==> src/rtl/htfd_pkg.sv <==
// htfd_pkg: shared types, constants and the crc-8 step of the frame decoder
// no dependencies; imported by the front, queue, back and top modules of the decoder

package htfd_pkg;

    // crc-8 over each data word, msb first, no reflection, no final xor
    localparam logic [7:0] CRC_INIT = 8'hFF;
    localparam logic [7:0] CRC_POLY = 8'h31;

    // fixed-point scaling: centi = floor(word * scale / 65535) - offset
    localparam logic [14:0] TEMP_SCALE  = 15'd17500;
    localparam logic [14:0] HUM_SCALE   = 15'd12500;
    localparam logic [14:0] TEMP_OFFSET = 15'd4500;
    localparam logic [14:0] HUM_OFFSET  = 15'd600;

    // default depth of the frame queue between front and back
    localparam int QUEUE_DEPTH = 2;

    // byte position within a six-byte measurement frame
    typedef enum logic [2:0] {
        POS_TEMP_HI  = 3'd0,
        POS_TEMP_LO  = 3'd1,
        POS_TEMP_CRC = 3'd2,
        POS_HUM_HI   = 3'd3,
        POS_HUM_LO   = 3'd4,
        POS_HUM_CRC  = 3'd5
    } t_byte_pos;

    // one complete frame handed from front to back
    typedef struct packed {
        logic [15:0] temperature_word;
        logic [15:0] humidity_word;
        logic        mismatch;
    } t_frame;

    // push of a finished frame from the front
    typedef struct packed {
        logic   push;
        t_frame frame;
    } t_front_out;

    // one byte through the crc register, eight shift steps
    function automatic logic [7:0] crc8_byte(input logic [7:0] crc, input logic [7:0] data);
        logic [7:0] c;
        c = crc ^ data;
        for (int i = 0; i < 8; i++) begin
            c = c[7] ? ((c << 1) ^ CRC_POLY) : (c << 1);
        end
        return c;
    endfunction

endpackage

==> src/rtl/htfd_front.sv <==
// htfd_front: byte position tracking, word assembly and crc check per frame
// depends on htfd_pkg (t_byte_pos, t_front_out, crc8_byte)

module htfd_front import htfd_pkg::*; (
    input  logic       i_clk,
    input  logic       i_rst_n,
    input  logic       i_accept,
    input  logic [7:0] i_data_byte,
    input  logic       i_frame_start,
    output t_front_out o_out
);

    t_byte_pos   r_pos, n_pos, eff_pos;
    logic [7:0]  r_crc, n_crc;
    logic [15:0] r_temp, n_temp;
    logic [15:0] r_hum, n_hum;
    logic        r_mismatch, n_mismatch;

    // frame start or a stray position restarts at byte zero
    always_comb begin
        eff_pos = r_pos;
        if (i_frame_start || (r_pos > POS_HUM_CRC)) begin
            eff_pos = POS_TEMP_HI;
        end
    end

    // per-byte update
    always_comb begin
        n_pos      = r_pos;
        n_crc      = r_crc;
        n_temp     = r_temp;
        n_hum      = r_hum;
        n_mismatch = r_mismatch;
        o_out      = '0;
        o_out.frame.temperature_word = r_temp;
        o_out.frame.humidity_word    = r_hum;
        o_out.frame.mismatch         = r_mismatch | (r_crc != i_data_byte);
        if (i_accept) begin
            n_pos = t_byte_pos'(eff_pos + 3'd1);
            case (eff_pos)
                POS_TEMP_HI: begin
                    n_mismatch = 1'b0;
                    n_crc      = crc8_byte(CRC_INIT, i_data_byte);
                    n_temp     = {i_data_byte, 8'h00};
                end
                POS_TEMP_LO: begin
                    n_crc  = crc8_byte(r_crc, i_data_byte);
                    n_temp = {r_temp[15:8], i_data_byte};
                end
                POS_TEMP_CRC: begin
                    n_mismatch = r_mismatch | (r_crc != i_data_byte);
                    n_crc      = CRC_INIT;
                end
                POS_HUM_HI: begin
                    n_crc = crc8_byte(CRC_INIT, i_data_byte);
                    n_hum = {i_data_byte, 8'h00};
                end
                POS_HUM_LO: begin
                    n_crc = crc8_byte(r_crc, i_data_byte);
                    n_hum = {r_hum[15:8], i_data_byte};
                end
                POS_HUM_CRC: begin
                    n_mismatch = r_mismatch | (r_crc != i_data_byte);
                    n_crc      = CRC_INIT;
                    n_pos      = POS_TEMP_HI;
                    o_out.push = 1'b1;
                end
                default: begin
                    n_pos = POS_TEMP_HI;
                end
            endcase
        end
    end

    // state registers
    always_ff @(posedge i_clk) begin
        if (!i_rst_n) begin
            r_pos      <= POS_TEMP_HI;
            r_crc      <= CRC_INIT;
            r_temp     <= '0;
            r_hum      <= '0;
            r_mismatch <= 1'b0;
        end else begin
            r_pos      <= n_pos;
            r_crc      <= n_crc;
            r_temp     <= n_temp;
            r_hum      <= n_hum;
            r_mismatch <= n_mismatch;
        end
    end

endmodule

==> src/rtl/htfd_queue.sv <==
// htfd_queue: small frame queue between the front and the back
// depends on htfd_pkg (t_frame, QUEUE_DEPTH)

module htfd_queue import htfd_pkg::*; #(
    parameter int DEPTH = QUEUE_DEPTH
) (
    input  logic   i_clk,
    input  logic   i_rst_n,
    input  logic   i_push,
    input  t_frame i_frame,
    input  logic   i_pop,
    output t_frame o_head,
    output logic   o_full,
    output logic   o_empty
);

    localparam int PTR_W = $clog2(DEPTH);
    localparam int CNT_W = $clog2(DEPTH + 1);

    t_frame             r_mem [DEPTH];
    logic [PTR_W-1:0]   r_wr_ptr, n_wr_ptr;
    logic [PTR_W-1:0]   r_rd_ptr, n_rd_ptr;
    logic [CNT_W-1:0]   r_count, n_count;

    assign o_full  = (r_count == CNT_W'(DEPTH));
    assign o_empty = (r_count == '0);
    assign o_head  = r_mem[r_rd_ptr];

    // pointer and count update
    always_comb begin
        n_wr_ptr = r_wr_ptr;
        n_rd_ptr = r_rd_ptr;
        n_count  = r_count;
        if (i_push) begin
            n_wr_ptr = (r_wr_ptr == PTR_W'(DEPTH - 1)) ? '0 : r_wr_ptr + 1'b1;
        end
        if (i_pop) begin
            n_rd_ptr = (r_rd_ptr == PTR_W'(DEPTH - 1)) ? '0 : r_rd_ptr + 1'b1;
        end
        if (i_push && !i_pop) begin
            n_count = r_count + 1'b1;
        end else if (i_pop && !i_push) begin
            n_count = r_count - 1'b1;
        end
    end

    always_ff @(posedge i_clk) begin
        if (!i_rst_n) begin
            r_wr_ptr <= '0;
            r_rd_ptr <= '0;
            r_count  <= '0;
        end else begin
            r_wr_ptr <= n_wr_ptr;
            r_rd_ptr <= n_rd_ptr;
            r_count  <= n_count;
        end
    end

    // storage
    always_ff @(posedge i_clk) begin
        if (i_push) begin
            r_mem[r_wr_ptr] <= i_frame;
        end
    end

endmodule

==> src/rtl/htfd_back.sv <==
// htfd_back: scaling pipeline, multiply stage then divide-by-65535 and offset
// depends on htfd_pkg (t_frame, scale and offset constants)

module htfd_back import htfd_pkg::*; (
    input  logic               i_clk,
    input  logic               i_rst_n,
    input  logic               i_valid,
    input  t_frame             i_frame,
    output logic               o_pop,
    output logic               o_valid,
    input  logic               i_stall,
    output logic signed [14:0] o_temperature_centi,
    output logic signed [14:0] o_humidity_centi,
    output logic [15:0]        o_temperature_word,
    output logic [15:0]        o_humidity_word,
    output logic               o_crc_status
);

    // floor(prod / 65535) for prod below 65535 * 32768
    function automatic logic [14:0] div_65535(input logic [30:0] prod);
        logic [14:0] q;
        logic [16:0] rem;
        q   = prod[30:16];
        rem = {1'b0, prod[15:0]} + {2'b00, q};
        if (rem >= 17'h0FFFF) begin
            q = q + 1'b1;
        end
        return q;
    endfunction

    logic        r_s1_valid;
    logic [30:0] r_s1_tprod, r_s1_hprod;
    t_frame      r_s1_frame;
    logic        r_out_valid;
    logic        out_ready, s1_ready;
    logic [14:0] n_temp_centi, n_hum_centi;

    assign out_ready = !r_out_valid || !i_stall;
    assign s1_ready  = !r_s1_valid || out_ready;
    assign o_pop     = i_valid && s1_ready;
    assign o_valid   = r_out_valid;

    // multiply stage
    always_ff @(posedge i_clk) begin
        if (!i_rst_n) begin
            r_s1_valid <= 1'b0;
        end else if (s1_ready) begin
            r_s1_valid <= i_valid;
        end
    end

    always_ff @(posedge i_clk) begin
        if (o_pop) begin
            r_s1_tprod <= 31'(i_frame.temperature_word) * 31'(TEMP_SCALE);
            r_s1_hprod <= 31'(i_frame.humidity_word) * 31'(HUM_SCALE);
            r_s1_frame <= i_frame;
        end
    end

    // divide and offset, wraps into the signed 15-bit result
    always_comb begin
        n_temp_centi = div_65535(r_s1_tprod) - TEMP_OFFSET;
        n_hum_centi  = div_65535(r_s1_hprod) - HUM_OFFSET;
    end

    // output register
    always_ff @(posedge i_clk) begin
        if (!i_rst_n) begin
            r_out_valid <= 1'b0;
        end else if (out_ready) begin
            r_out_valid <= r_s1_valid;
        end
    end

    always_ff @(posedge i_clk) begin
        if (out_ready && r_s1_valid) begin
            o_temperature_centi <= $signed(n_temp_centi);
            o_humidity_centi    <= $signed(n_hum_centi);
            o_temperature_word  <= r_s1_frame.temperature_word;
            o_humidity_word     <= r_s1_frame.humidity_word;
            o_crc_status        <= r_s1_frame.mismatch;
        end
    end

endmodule

==> src/rtl/humidity_temperature_frame_decoder.sv <==
// humidity_temperature_frame_decoder: top level, front, frame queue and back
// depends on htfd_pkg, htfd_front, htfd_queue, htfd_back

// Takes one frame byte per cycle (temperature word high byte first, its
// crc-8, humidity word, its crc-8) and gives one item per six bytes with
// both raw words, the crc status and the scaled values in hundredths. A byte
// is taken in every cycle while the frame queue has room; the front stalls
// only when the queue (QUEUE_DEPTH frames) is full because the output side
// holds stall. After its sixth byte, a result item passes through the
// frame queue, the multiply stage and the divide and output stage, in
// that order. i_frame_start realigns the byte position and drops any
// partial frame.

module humidity_temperature_frame_decoder import htfd_pkg::*; #(
    parameter int QUEUE_DEPTH_P = QUEUE_DEPTH
) (
    input  logic               i_clk,
    input  logic               i_rst_n,
    input  logic               i_valid,
    output logic               o_stall,
    input  logic [7:0]         i_data_byte,
    input  logic               i_frame_start,
    output logic               o_valid,
    input  logic               i_stall,
    output logic signed [14:0] o_temperature_centi,
    output logic signed [14:0] o_humidity_centi,
    output logic [15:0]        o_temperature_word,
    output logic [15:0]        o_humidity_word,
    output logic               o_crc_status
);

    t_front_out front_out;
    t_frame     q_head;
    logic       q_full, q_empty, q_pop;
    logic       in_accept;

    assign o_stall   = q_full;
    assign in_accept = i_valid && !q_full;

    htfd_front u_front (
        .i_clk         (i_clk),
        .i_rst_n       (i_rst_n),
        .i_accept      (in_accept),
        .i_data_byte   (i_data_byte),
        .i_frame_start (i_frame_start),
        .o_out         (front_out)
    );

    htfd_queue #(
        .DEPTH (QUEUE_DEPTH_P)
    ) u_queue (
        .i_clk   (i_clk),
        .i_rst_n (i_rst_n),
        .i_push  (front_out.push),
        .i_frame (front_out.frame),
        .i_pop   (q_pop),
        .o_head  (q_head),
        .o_full  (q_full),
        .o_empty (q_empty)
    );

    htfd_back u_back (
        .i_clk               (i_clk),
        .i_rst_n             (i_rst_n),
        .i_valid             (!q_empty),
        .i_frame             (q_head),
        .o_pop               (q_pop),
        .o_valid             (o_valid),
        .i_stall             (i_stall),
        .o_temperature_centi (o_temperature_centi),
        .o_humidity_centi    (o_humidity_centi),
        .o_temperature_word  (o_temperature_word),
        .o_humidity_word     (o_humidity_word),
        .o_crc_status        (o_crc_status)
    );

endmodule

==> config.mk <==
export PLATFORM = sky130hd
export DESIGN_NAME = humidity_temperature_frame_decoder
export DESIGN_NICKNAME = d
export VERILOG_FILES = /design/src/rtl/htfd_pkg.sv /design/src/rtl/htfd_front.sv /design/src/rtl/htfd_queue.sv /design/src/rtl/htfd_back.sv /design/src/rtl/humidity_temperature_frame_decoder.sv
export SDC_FILE = /design/constraint.sdc
export NUM_CORES = 1
export LEC_CHECK = 0
export ABC_AREA = 1
export BUFFER_PORTS_ARGS = -buffer_cell sky130_fd_sc_hd__buf_2
export CAP_MARGIN = 20
export CORE_MARGIN = 2
export CORE_UTILIZATION = 45
export DETAILED_ROUTE_END_ITERATION = 12
export GPL_TIMING_DRIVEN = 0
export SKIP_LAST_GASP = 1
export SYNTH_ARGS = -nofsm -noshare
export SYNTH_HDL_FRONTEND = slang
export SYNTH_SLANG_ARGS = --single-unit
==> constraint.sdc <==
create_clock -name i_clk -period 8.4 [get_ports i_clk]
set_input_delay 0 -clock i_clk [delete_from_list [all_inputs] [get_ports i_clk]]
set_output_delay 0 -clock i_clk [all_outputs]
set_load 0.1 [all_outputs]
Yosys cells after proc, flatten, opt, wreduce, memory -nomap -nowiden
Memory sizes are Yosys's and may differ from the RTL's. A register that Yosys moved wholly into a read port is not among the register bits.
Cells that the tools add are included.
{"block": "classes", "n_addsub": 11, "multipliers": 2, "magnitude_cmp": 3, "eq_ne": 7, "muxes": 34, "bitwise": 21, "n_reduce_logical": 32}
{"op": "6-bit 2-to-1 mux", "n": 16}
{"op": "16-bit one-hot mux with 2 select lines", "n": 2}
{"op": "3-bit inverter", "n": 16}
{"op": "17-bit by 16-bit >= comparator with 1-bit output (second input constant)", "n": 2}
{"op": "15-bit 2-to-1 mux", "n": 2}
{"op": "16-bit by 13-bit multiplier with 29-bit output (second input constant)", "n": 1}
{"op": "16-bit by 12-bit multiplier with 28-bit output (second input constant)", "n": 1}
{"op": "8-bit one-hot mux with 3 select lines", "n": 1}
{"op": "16-bit by 14-bit adder with 17-bit output", "n": 1}
{"op": "16-bit by 15-bit adder with 17-bit output", "n": 1}
{"op": "14-bit by 1-bit adder with 15-bit output (second input constant)", "n": 1}
{"op": "15-bit by 1-bit adder with 15-bit output (second input constant)", "n": 1}
{"op": "15-bit by 10-bit subtractor with 15-bit output (second input constant)", "n": 1}
{"op": "15-bit by 13-bit subtractor with 15-bit output (second input constant)", "n": 1}
{"op": "1-bit 2-to-1 mux", "n": 8}
{"op": "8-bit inequality test", "n": 1}
{"op": "8-bit inverter", "n": 1}
{"op": "2-bit AND reduction", "n": 4}
{"op": "2-bit nonzero test", "n": 4}
{"op": "8-bit bitwise XOR", "n": 1}
{"op": "1-bit logical NOT", "n": 7}
{"op": "3-bit by 2-bit equality test with 1-bit output (second input constant)", "n": 2}
{"op": "3-bit equality test (second input constant)", "n": 2}
{"op": "3-bit 2-to-1 mux", "n": 2}
{"op": "19 further kinds", "n": 31}
{"block": "word_totals", "reg_bits": 203, "ram_bits": 66, "input_bits": 13, "out_inout_bits": 65, "elab_cells": 133, "mem_count": 1}
{"memory": "u_queue.r_mem", "words": 2, "word_bits": 33, "rd": 1, "rd_ports_with_merged_regs": 1, "write_ports": 1, "line_no": "htfd_queue.sv:20", "text": "t_frame r_mem [DEPTH];"}

Depth between registers and ports, before layout
Gate-level depths: netlist (run 1).
{"block": "depth", "depth_word": 18, "depth_mapped": 28, "depth_no_buf": 28}

Modules after synthesis
A second synthesis (run 1) with hierarchy kept.
{"block": "unflattened", "cells_unflattened": 2030, "hier_area_um2": 19378.6}
{"mod": "htfd_back", "n_inst": 1, "cells_per_inst": 1539, "area_each_um2": 14218.6, "seq_area_each_um2": 4544.4}
{"mod": "htfd_queue", "n_inst": 1, "cells_per_inst": 138, "area_each_um2": 2765.2, "seq_area_each_um2": 2082.0}
{"mod": "htfd_front", "n_inst": 1, "cells_per_inst": 350, "area_each_um2": 2381.0, "seq_area_each_um2": 880.8}
{"mod": "humidity_temperature_frame_decoder", "n_inst": 1, "cells_per_inst": 3, "area_each_um2": 13.8, "seq_area_each_um2": 0.0}

Worst setup path before layout (run 1)
No wires, ideal clock.
{"block": "synth_timing", "path_type": "register -> register", "start": "reg (tool-made name)", "end": "reg u_back.r_s1_hprod[29] (data pin)", "setup_ps": 261, "arrival_time_ps": 5178, "required_ps": 8139, "slack_ps": 2961, "stages_incl_launch_ff": 27, "path_buffers": 2, "period_less_slack_ps": 5439, "cell_sequence": "dfxtp_1 > clkbuf_1 > clkbuf_1 > mux2_2 > ha_1 > ha_1 > inv_1 > fa_1 > inv_1 > fa_1 > inv_1 > fa_1 > inv_1 > ha_1 > a21oi_1 > o21ai_0 > inv_1 > nor3_1 > a211oi_1 > o21ai_0 > nand3_1 > nand2_1 > nand3_1 > nand2_1 > nand2_1 > nand2_1 > xor2_1"}
{"element": "end signal, assigned", "line_no": "htfd_back.sv:55", "text": "r_s1_hprod <= 31'(i_frame.humidity_word) * 31'(HUM_SCALE);"}
{"element": "end, declared", "line_no": "htfd_back.sv:32", "text": "logic [30:0] r_s1_tprod, r_s1_hprod;"}

==> impl_metrics.json, run 1 <==
{
  "die-area_um2": 44000,
  "regArea_um2": 7510,
  "finalNonFillerCells": 2665,
  "vias": 12900,
  "critPathMaxStageDelay_ns": 0.55,
  "drt_iter0_markers": 517,
  "cp-start-kind": "flop",
  "yosys_register_bits": 267,
  "path_clk_slew_ns": 0.06,
  "synth_fp_nets": 2324,
  "setup_slack_ns": 2.26,
  "dp_hpwl_mm": 30.5,
  "crit_path_end_kind": "flop",
  "cts_tree": "built",
  "hold_viol": 0,
  "wl_per_cell_um": 14.5,
  "root_buffer": "clkbuf_16",
  "vias_per_cell": 4.85,
  "synth_edf_count": 216,
  "finalSetupViolCount": 0,
  "rsz0062_at_grt": "no",
  "crit_family": "adder cells",
  "grt.busiest_layer": "met2",
  "synthCells": 1986,
  "drive_gt1_share_pct": 9.64,
  "fp.coreArea_um2": 41900,
  "wirelength_mm": 38.6,
  "multi_input_area_um2": 9960,
  "post_cts_resized": 0,
  "clock_latency_ns": 0.58,
  "synth_top_cells_by_area": "edfxtp_1 (34%), ha_1 (15%), fa_1 (9.6%)",
  "grt_pass1_vias": 13000,
  "clock_sinks": 267,
  "area_growth_pct": 11.8,
  "antennaDiodeCount": 0,
  "finish.utilization_pct": 50.9,
  "cp.buffers_inverters": 7,
  "relSlewSlack_pct": 46.8,
  "tightestPinTransition_ns": 0.790,
  "period_needed_ns": 6.14,
  "met2_usage_pct": 30.4,
  "hp-class": "primary input to flop",
  "crit_type": "flop to flop",
  "postRouteAntennaNets": 0,
  "placement.io_buffers": 68,
  "critical_path_required_ns": 8.73,
  "slowest_stage": "fa_1",
  "ys_types": 47,
  "dieHeight_um": 210,
  "drc": 0,
  "skew_ns": 0.0167,
  "grt_max_degree": 70,
  "dp.cells": 2599,
  "synth_seq_area_share_pct": 39.4,
  "fmax_mhz": 163,
  "placementRows": 75,
  "path_max_fanout": 10,
  "grtUsageTotal_pct": 18.1,
  "syn_area_um2": 19000,
  "nets": 2441,
  "yosysWarnings": 0,
  "drtPass1Iterations": 7,
  "final.setup.tns_ns": 0,
  "place_ws_ns": 2.21,
  "routabilityCongestion": 0.887,
  "grt_pass1_wl_mm": 64.5,
  "die_x_um": 210,
  "start_util_pct": 45.5,
  "htree_levels": 1,
  "antenna_found_initial": 0,
  "post-synth-top-area-fraction_pct": 34.1,
  "status": "completed",
  "slew_violations": 0,
  "ys.flop_type": "edfxtp_1",
  "drv_cap": 0,
  "clk_path_buf_depth": 3,
  "grt_use_met1_pct": 24.6,
  "arrival_ns": 6.46,
  "grt-ovfl-total": 0,
  "yosys.area.top_type": "edfxtp_1",
  "cts_buffers": 30,
  "globalRouteMet3Util_pct": 2.50,
  "num-fill-cells": 3895,
  "post-route-period-util_pct": 73.1,
  "synth-async-reset-ratio_pct": 0,
  "syn_avg_cell_area_um2": 9.59,
  "crit_top_cell": "inv_1",
  "io_pins": 78
}
-- metrics by stage --
stage	hold WS, ns	cell area (um^2)
after floorplan	0.166	19000
after global placement	0.285	20100
after detailed placement	0.287	20200
after CTS	0.0397	21300
after global routing	0.0824	21300
final	0.0819	21300
-- worst reg2reg max path, stage by stage, from the launching register on --
cell	delay, ns
dfxtp_1	0.31
clkbuf_1	0.27
clkbuf_1	0.54
mux2_2	0.50
ha_1	0.32
ha_1	0.32
inv_1	0.08
fa_1	0.54
inv_1	0.06
fa_1	0.52
inv_1	0.05
fa_1	0.55
inv_1	0.05
ha_1	0.34
a21oi_1	0.15
o21ai_0	0.10
inv_1	0.08
nor3_1	0.04
a211oi_1	0.31
o21ai_0	0.19
nand3_1	0.10
nand2_1	0.08
nand3_1	0.07
nand2_1	0.07
nand2_1	0.06
nand2_1	0.05
xor2_1	0.14
-- final cells by class --
cell class,count,area share [%]
Timing Repair Buffer,85,2.68
Clock inverter,13,0.682
Buffer,24,0.623
Clock buffer,42,3.93
Inverter,392,6.92
Tap cell,539,3.17
Multi-Input combinational cell,1303,46.7
Sequential cell,267,35.3
-- cell usage in the layout, fill, tap and decap left out, types with 3 or more instances in the layout --
master	count
a21boi_0	3
a21o_1	3
a21oi_1	91
a21oi_2	5
a31oi_1	8
buf_12	4
buf_2	69
buf_6	3
clkbuf_1	28
clkbuf_16	31
clkinv_1	3
clkinv_2	6
dfxtp_1	51
dlygate4sd3_1	11
edfxtp_1	216
fa_1	91
ha_1	234
inv_1	380
inv_2	10
mux2_2	24
nand2_1	347
nand2_2	15
nand2_4	6
nand3_1	97
nand3_2	4
nand3b_1	12
nand4_1	11
nor2_1	109
nor2_2	5
nor2_4	4
nor3_1	17
nor4_1	8
o211ai_1	5
o21ai_0	58
o21ai_1	9
o21ai_2	6
o21bai_1	3
xnor2_1	35
xor2_1	78
-- state kept, by name, summed over array words and instances (netlist names), 2 cells and up, named ones only --
signal	count
u_queue.r_count	2
u_back.o_humidity_centi	15
u_back.o_temperature_centi	15
u_front.r_crc	8
u_back.r_s1_frame	33
u_back.r_s1_hprod	26
u_back.o_temperature_word	16
u_front.r_pos	3
u_back.r_s1_tprod	28
u_front.r_hum	16
u_queue.r_mem	66
u_front.r_temp	16
u_back.o_humidity_word	16
-- path summary, 6_finish.rpt --
path,endpoint,depth (start not counted),slack [ns],from
max,u_back.r_s1_hprod[29]$_DFFE_PP_,26,2.26,flop
min reg2reg,u_back.o_humidity_word[7]$_DFFE_PP_,0,0.42,u_back.r_s1_frame[8]$_DFFE_PP_
max reg2reg,u_back.r_s1_hprod[29]$_DFFE_PP_,26,2.26,flop
min,u_front.r_crc[2]$_SDFFE_PN1P_,5,0.08,i_valid
-- kinds of logic after synthesis --
group	synth area share (%)
simple gates	14.7
buf+inv	8.42
fa+ha+maj	24.9
flops	39.4
compound gates	5.93
xor+xnor	5.20
mux	1.42
-- per-layer routing --
metal / share of wire (%) / wire, um
met5: 0 / 0
met1: 48 / 18500
met4: 2.4 / 914
met3: 4.1 / 1580
met2: 46 / 17600
-- timing repair --
item                      4_1_cts  5_1_grt
buffers inserted                0        0
hold buffers                   11        0
hold endpoints to repair       47        0
-- cells in the mapped netlist, types with 8 or more instances --
cell / number
inv_1: 381
nand2_1: 347
ha_1: 234
edfxtp_1: 216
nor2_1: 112
nand3_1: 97
a21oi_1: 91
fa_1: 91
xor2_1: 78
o21ai_0: 58
dfxtp_1: 51
xnor2_1: 35
mux2_2: 24
clkbuf_1: 19
nor3_1: 17
nand2_2: 15
nand3b_1: 12
nand4_1: 11
inv_2: 10
o21ai_1: 9
a31oi_1: 8
nor4_1: 8
Power of run 1 is left out: the tool's default activity adds up to more than one toggle a clock period on the data nets, which glitch-free logic cannot reach.
==> run 2, diff against run 1 <==
Clock period 8.4 ns to 5 ns, I/O delays scaled along.
==> impl_metrics.json, run 2 (synthesis results as in run 1) <==
{
  "status": "complete, but fails checks",
  "violations": "setup timing",
  "relSlewSlack_pct": 55.2,
  "registers.top_by_ff_count": "u_queue.r_mem",
  "drv_cap": 0,
  "reg_top3": "u_queue.r_mem x66, u_back.r_s1_frame x33, u_back.r_s1_tprod x28",
  "clk_path_buf_depth": 3,
  "crit_type": "flop to flop",
  "largest_register_ff_count": 66,
  "wl_met3_mm": 1.66,
  "path_max_fanout": 6,
  "dp_hpwl_mm": 30.6,
  "post-route-period-util_pct": 101,
  "final_common_cell": "inv_1",
  "wirelength_mm": 40.6,
  "antenna_found_initial": 0,
  "grt_pass1_wl_mm": 66.7,
  "die_x_um": 210,
  "setup_slack_ns": -0.0490,
  "path_clk_slew_ns": 0.06,
  "wirelength_met1_mm": 19.0,
  "hold_viol": 0,
  "routabilityCongestion": 0.897,
  "vias": 13500,
  "die-area_um2": 44000,
  "cp-start-kind": "flop",
  "clock_sinks": 267,
  "wl_met2_mm": 18.9,
  "clock_latency_ns": 0.60,
  "cts_buffers": 31,
  "root_buffer": "clkbuf_16",
  "hp-class": "primary input to flop",
  "period_needed_ns": 5.05,
  "wl_per_cell_um": 14.9,
  "drt_iter0_markers": 552,
  "io_pins": 78,
  "antennaDiodeCount": 0,
  "htree_levels": 1,
  "arrival_ns": 5.38,
  "drtPass1Iterations": 5,
  "grt-ovfl-total": 0,
  "nets": 2503,
  "placement.io_buffers": 68,
  "placementRows": 75,
  "worstHoldStart": "i_valid",
  "drive_gt1_share_pct": 17.8,
  "fmax_mhz": 198,
  "highest_layer": "met4",
  "grt_max_degree": 67,
  "cts_tree": "built",
  "finalSetupViolCount": 2,
  "crit_path_end_kind": "flop",
  "grt_pass1_vias": 13400,
  "final_cell_mix": "inv_1 (364), nand2_1 (338), edfxtp_1 (216)",
  "dieHeight_um": 210,
  "fp.coreArea_um2": 41900,
  "area_growth_pct": 19.7,
  "skew_ns": 0.0140,
  "critical_path_required_ns": 5.33,
  "vias_per_cell": 4.94,
  "fin_area_um2": 22800,
  "slew_violations": 0,
  "tightestPinTransition_ns": 0.672,
  "postRouteAntennaNets": 0,
  "place_area_um2": 20300,
  "grtUsageTotal_pct": 18.7,
  "start_util_pct": 45.5,
  "rsz0062_at_grt": "yes",
  "drc": 0
}
-- run 2: changes by cell type in the layout (fill, tap and decap cells not counted), sizes merged --
cell | previous run | this run
buf | 79 | 141
clkinv | 11 | 15
dlygate4sd3 | 11 | 12
clkbuf | 61 | 52
clkinvlp | 0 | 1
inv | 392 | 395
bufinv | 2 | 4
-- run 2: final cells by class --
class	instances	area, um^2
fill	3661	19100
multi-input combinational	1303	10800
sequential	267	7510
inverter	392	1490
timing repair buffer	147	1080
clock buffer	35	821
tap	539	674
clock inverter	23	260
buffer	23	199
-- run 2: worst max-delay path, stage by stage, from the launching register on --
cell,delay (ns)
dfxtp_4,0.42
clkbuf_16,0.17
buf_8,0.12
mux2_4,0.36
ha_4,0.24
ha_4,0.26
inv_2,0.04
fa_1,0.47
inv_1,0.05
fa_1,0.49
inv_1,0.06
fa_1,0.56
inv_2,0.06
ha_4,0.24
a21oi_2,0.15
o21ai_1,0.07
inv_1,0.08
nor3_2,0.04
a211oi_2,0.24
o21ai_1,0.12
nand3_1,0.09
nand2_2,0.07
nand3_2,0.07
nand2_2,0.05
nand2_1,0.06
nand2_1,0.06
xor2_1,0.15
-- run 2: timing repair --
| action | 4_1_cts | 5_1_grt |
|---|---|---|
| pin swaps | 32 | 24 |
| setup endpoints to repair | 26 | 19 |
| hold buffers | 12 | 0 |
| setup buffers | 41 | 19 |
| hold endpoints to repair | 47 | 0 |
| resized for setup | 119 | 45 |
| gates cloned | 1 | 0 |
-- run 2: through the flow --
step | instances | util [%] | TNS (ns) | setup WS (ns) | hold WS, ns
2_1_floorplan | 1986 | - | -0.0173 | -0.0173 | 0.166
6_report | 2729 | 54.5 | -0.0813 | -0.0490 | 0.0468
3_3_place_gp | 2593 | 48.2 | -34.38 | -0.762 | 0.281
3_5_place_dp | 2599 | 48.6 | -10.73 | -0.819 | 0.277
5_1_grt | 2729 | 54.5 | -1.51 | -0.229 | 0.0758
4_1_cts | 2711 | 53.6 | -0.131 | -0.0621 | 0.00665
-- run 2: per-layer routing --
metal | global-route usage (%) | up-vias
met5 | 0 | -
met2 | 32.0 | 235
met3 | 2.36 | 71
met1 | 25.0 | 6304
met4 | 5.16 | 0
li1 | - | 6869
-- run 2: path summary, 6_finish.rpt --
| check | end | slack [ns] | cells past startpoint |
|---|---|---|---|
| worst max-delay path | u_back.r_s1_hprod[29]$_DFFE_PP_ | -0.05 | 26 |
| worst min-delay path | u_front.r_crc[2]$_SDFFE_PN1P_ | 0.05 | 5 |
| worst max register to register | u_back.r_s1_hprod[29]$_DFFE_PP_ | -0.05 | 26 |
| worst min register to register | u_back.o_humidity_word[15]$_DFFE_PP_ | 0.42 | 0 |
Power of run 2 is left out for the same reason.
==> run 3, diff against run 2 <==
Settings changed: CORE_UTILIZATION 45 to 50, HOLD_SLACK_MARGIN set to 0.15, PLACE_DENSITY set to 0.69, SETUP_SLACK_MARGIN set to 0.5.
==> impl_metrics.json, run 3 (synthesis results as in run 1) <==
{
  "status": "complete, but fails checks",
  "violations": "setup timing",
  "wirelength_mm": 43.2,
  "rsz0062_at_grt": "yes",
  "path_clk_slew_ns": 0.07,
  "vias_per_cell": 5.04,
  "drv_cap": 0,
  "clock_latency_ns": 0.58,
  "tightestPinTransition_ns": 0.648,
  "worstHoldStart": "i_stall",
  "grt_pass1_wl_mm": 68.8,
  "cts_tree": "built",
  "fin_hold_ws_ns": 0.276,
  "drtPass1Iterations": 6,
  "place_ws_ns": -0.443,
  "setup_slack_ns": -0.0450,
  "reg_top3": "u_queue.r_mem x66, u_back.r_s1_frame x33, u_back.r_s1_tprod x28",
  "crit_type": "flop to flop",
  "start_util_pct": 50.7,
  "finalSetupViolCount": 3,
  "drive_gt1_share_pct": 23.6,
  "antennaDiodeCount": 0,
  "postRouteAntennaNets": 0,
  "arrival_ns": 5.38,
  "final_common_cell": "inv_1",
  "dp_hpwl_mm": 30.9,
  "area_growth_pct": 25.2,
  "io_pins": 78,
  "drt_iter0_markers": 604,
  "hold_viol": 0,
  "vias": 13800,
  "routabilityCongestion": 0.919,
  "critical_path_required_ns": 5.33,
  "path_max_fanout": 8,
  "fin_area_um2": 23900,
  "grt_pass1_vias": 13900,
  "post-route-period-util_pct": 101,
  "crit_path_end_kind": "flop",
  "drc": 0,
  "cp-start-kind": "flop",
  "skew_ns": 0.0148,
  "placement.io_buffers": 68,
  "num-fill-cells": 2884,
  "grt_max_degree": 65,
  "relSlewSlack_pct": 56.6,
  "grtUsageTotal_pct": 21.8,
  "final_cell_mix": "inv_1 (342), nand2_1 (331), edfxtp_1 (216)",
  "cts_buffers": 29,
  "wl_per_cell_um": 15.7,
  "largest_register_ff_count": 66,
  "clk_path_buf_depth": 3,
  "slew_violations": 0,
  "htree_levels": 1,
  "finish.utilization_pct": 63.5,
  "antenna_found_initial": 0,
  "dieHeight_um": 199,
  "registers.top_by_ff_count": "u_queue.r_mem",
  "root_buffer": "clkbuf_16",
  "fp.coreArea_um2": 37600,
  "clock_sinks": 267,
  "period_needed_ns": 5.04,
  "grt-ovfl-total": 0,
  "hp-class": "primary input to flop",
  "nets": 2551,
  "die_x_um": 199,
  "fmax_mhz": 198,
  "place_area_um2": 21000,
  "die-area_um2": 39700,
  "placementRows": 71
}
==> run 3: final timing paths <==
| path | endpoint | slack (ns) | cells after the start |
|---|---|---|---|
| worst max-delay path | u_back.r_s1_tprod[24]$_DFFE_PP_ | -0.04 | 24 |
| worst max register to register | u_back.r_s1_tprod[24]$_DFFE_PP_ | -0.04 | 24 |
| worst min-delay path | u_back.o_valid$_SDFFE_PN0P_ | 0.28 | 4 |
| worst min register to register | u_back.o_temperature_word[10]$_DFFE_PP_ | 0.42 | 0 |
==> run 3: final cells by class <==
class / instances / area, um^2 / area share (%)
Buffer: 24 / 239 / 1.00
Clock inverter: 16 / 161 / 0.677
Clock buffer: 38 / 830 / 3.48
Tap cell: 511 / 639 / 2.68
Sequential cell: 267 / 7510 / 31.5
Timing Repair Buffer: 196 / 1490 / 6.24
Inverter: 392 / 1500 / 6.28
Multi-Input combinational cell: 1303 / 11500 / 48.2
==> run 3: metal layers <==
| layer | vias up | wire length, um | GRT usage [%] | share of wire, % |
|---|---|---|---|---|
| met4 | 0 | 1140 | 6.58 | 2.6 |
| met3 | 86 | 1440 | 2.36 | 3.3 |
| met1 | 6558 | 19500 | 28.6 | 45 |
| met5 | - | 0 | 0 | 0 |
| li1 | 6950 | - | - | - |
| met2 | 251 | 21100 | 37.8 | 49 |
==> run 3: critical path, stage by stage (launching register included) <==
cell,delay (ns)
dfxtp_2,0.33
clkbuf_16,0.17
buf_4,0.14
buf_4,0.13
clkbuf_16,0.16
o21ai_4,0.18
inv_4,0.07
ha_4,0.26
inv_2,0.03
fa_1,0.58
inv_2,0.06
ha_4,0.26
inv_2,0.04
fa_1,0.52
inv_2,0.04
fa_1,0.57
ha_4,0.24
a21oi_2,0.14
a21boi_2,0.23
o21ai_2,0.09
a21boi_2,0.19
o21ai_2,0.09
nand2_1,0.08
nand2_1,0.06
xor2_1,0.14
==> run 3: repair_timing <==
action	in CTS	in global routing
endpoints found under the setup margin	30	33
endpoints found under the hold margin	66	0
resized for setup	108	60
setup buffers	75	31
pin swaps	58	70
gates cloned	3	0
hold buffers	13	0
==> run 3: through the flow <==
stage          TNS (ns)  cells
2_1_floorplan         0   1986
3_3_place_gp     -17.73   2565
3_5_place_dp      -1.79   2571
4_1_cts               0   2716
5_1_grt           -1.90   2747
6_report        -0.0765   2747
Power of run 3 is left out for the same reason.
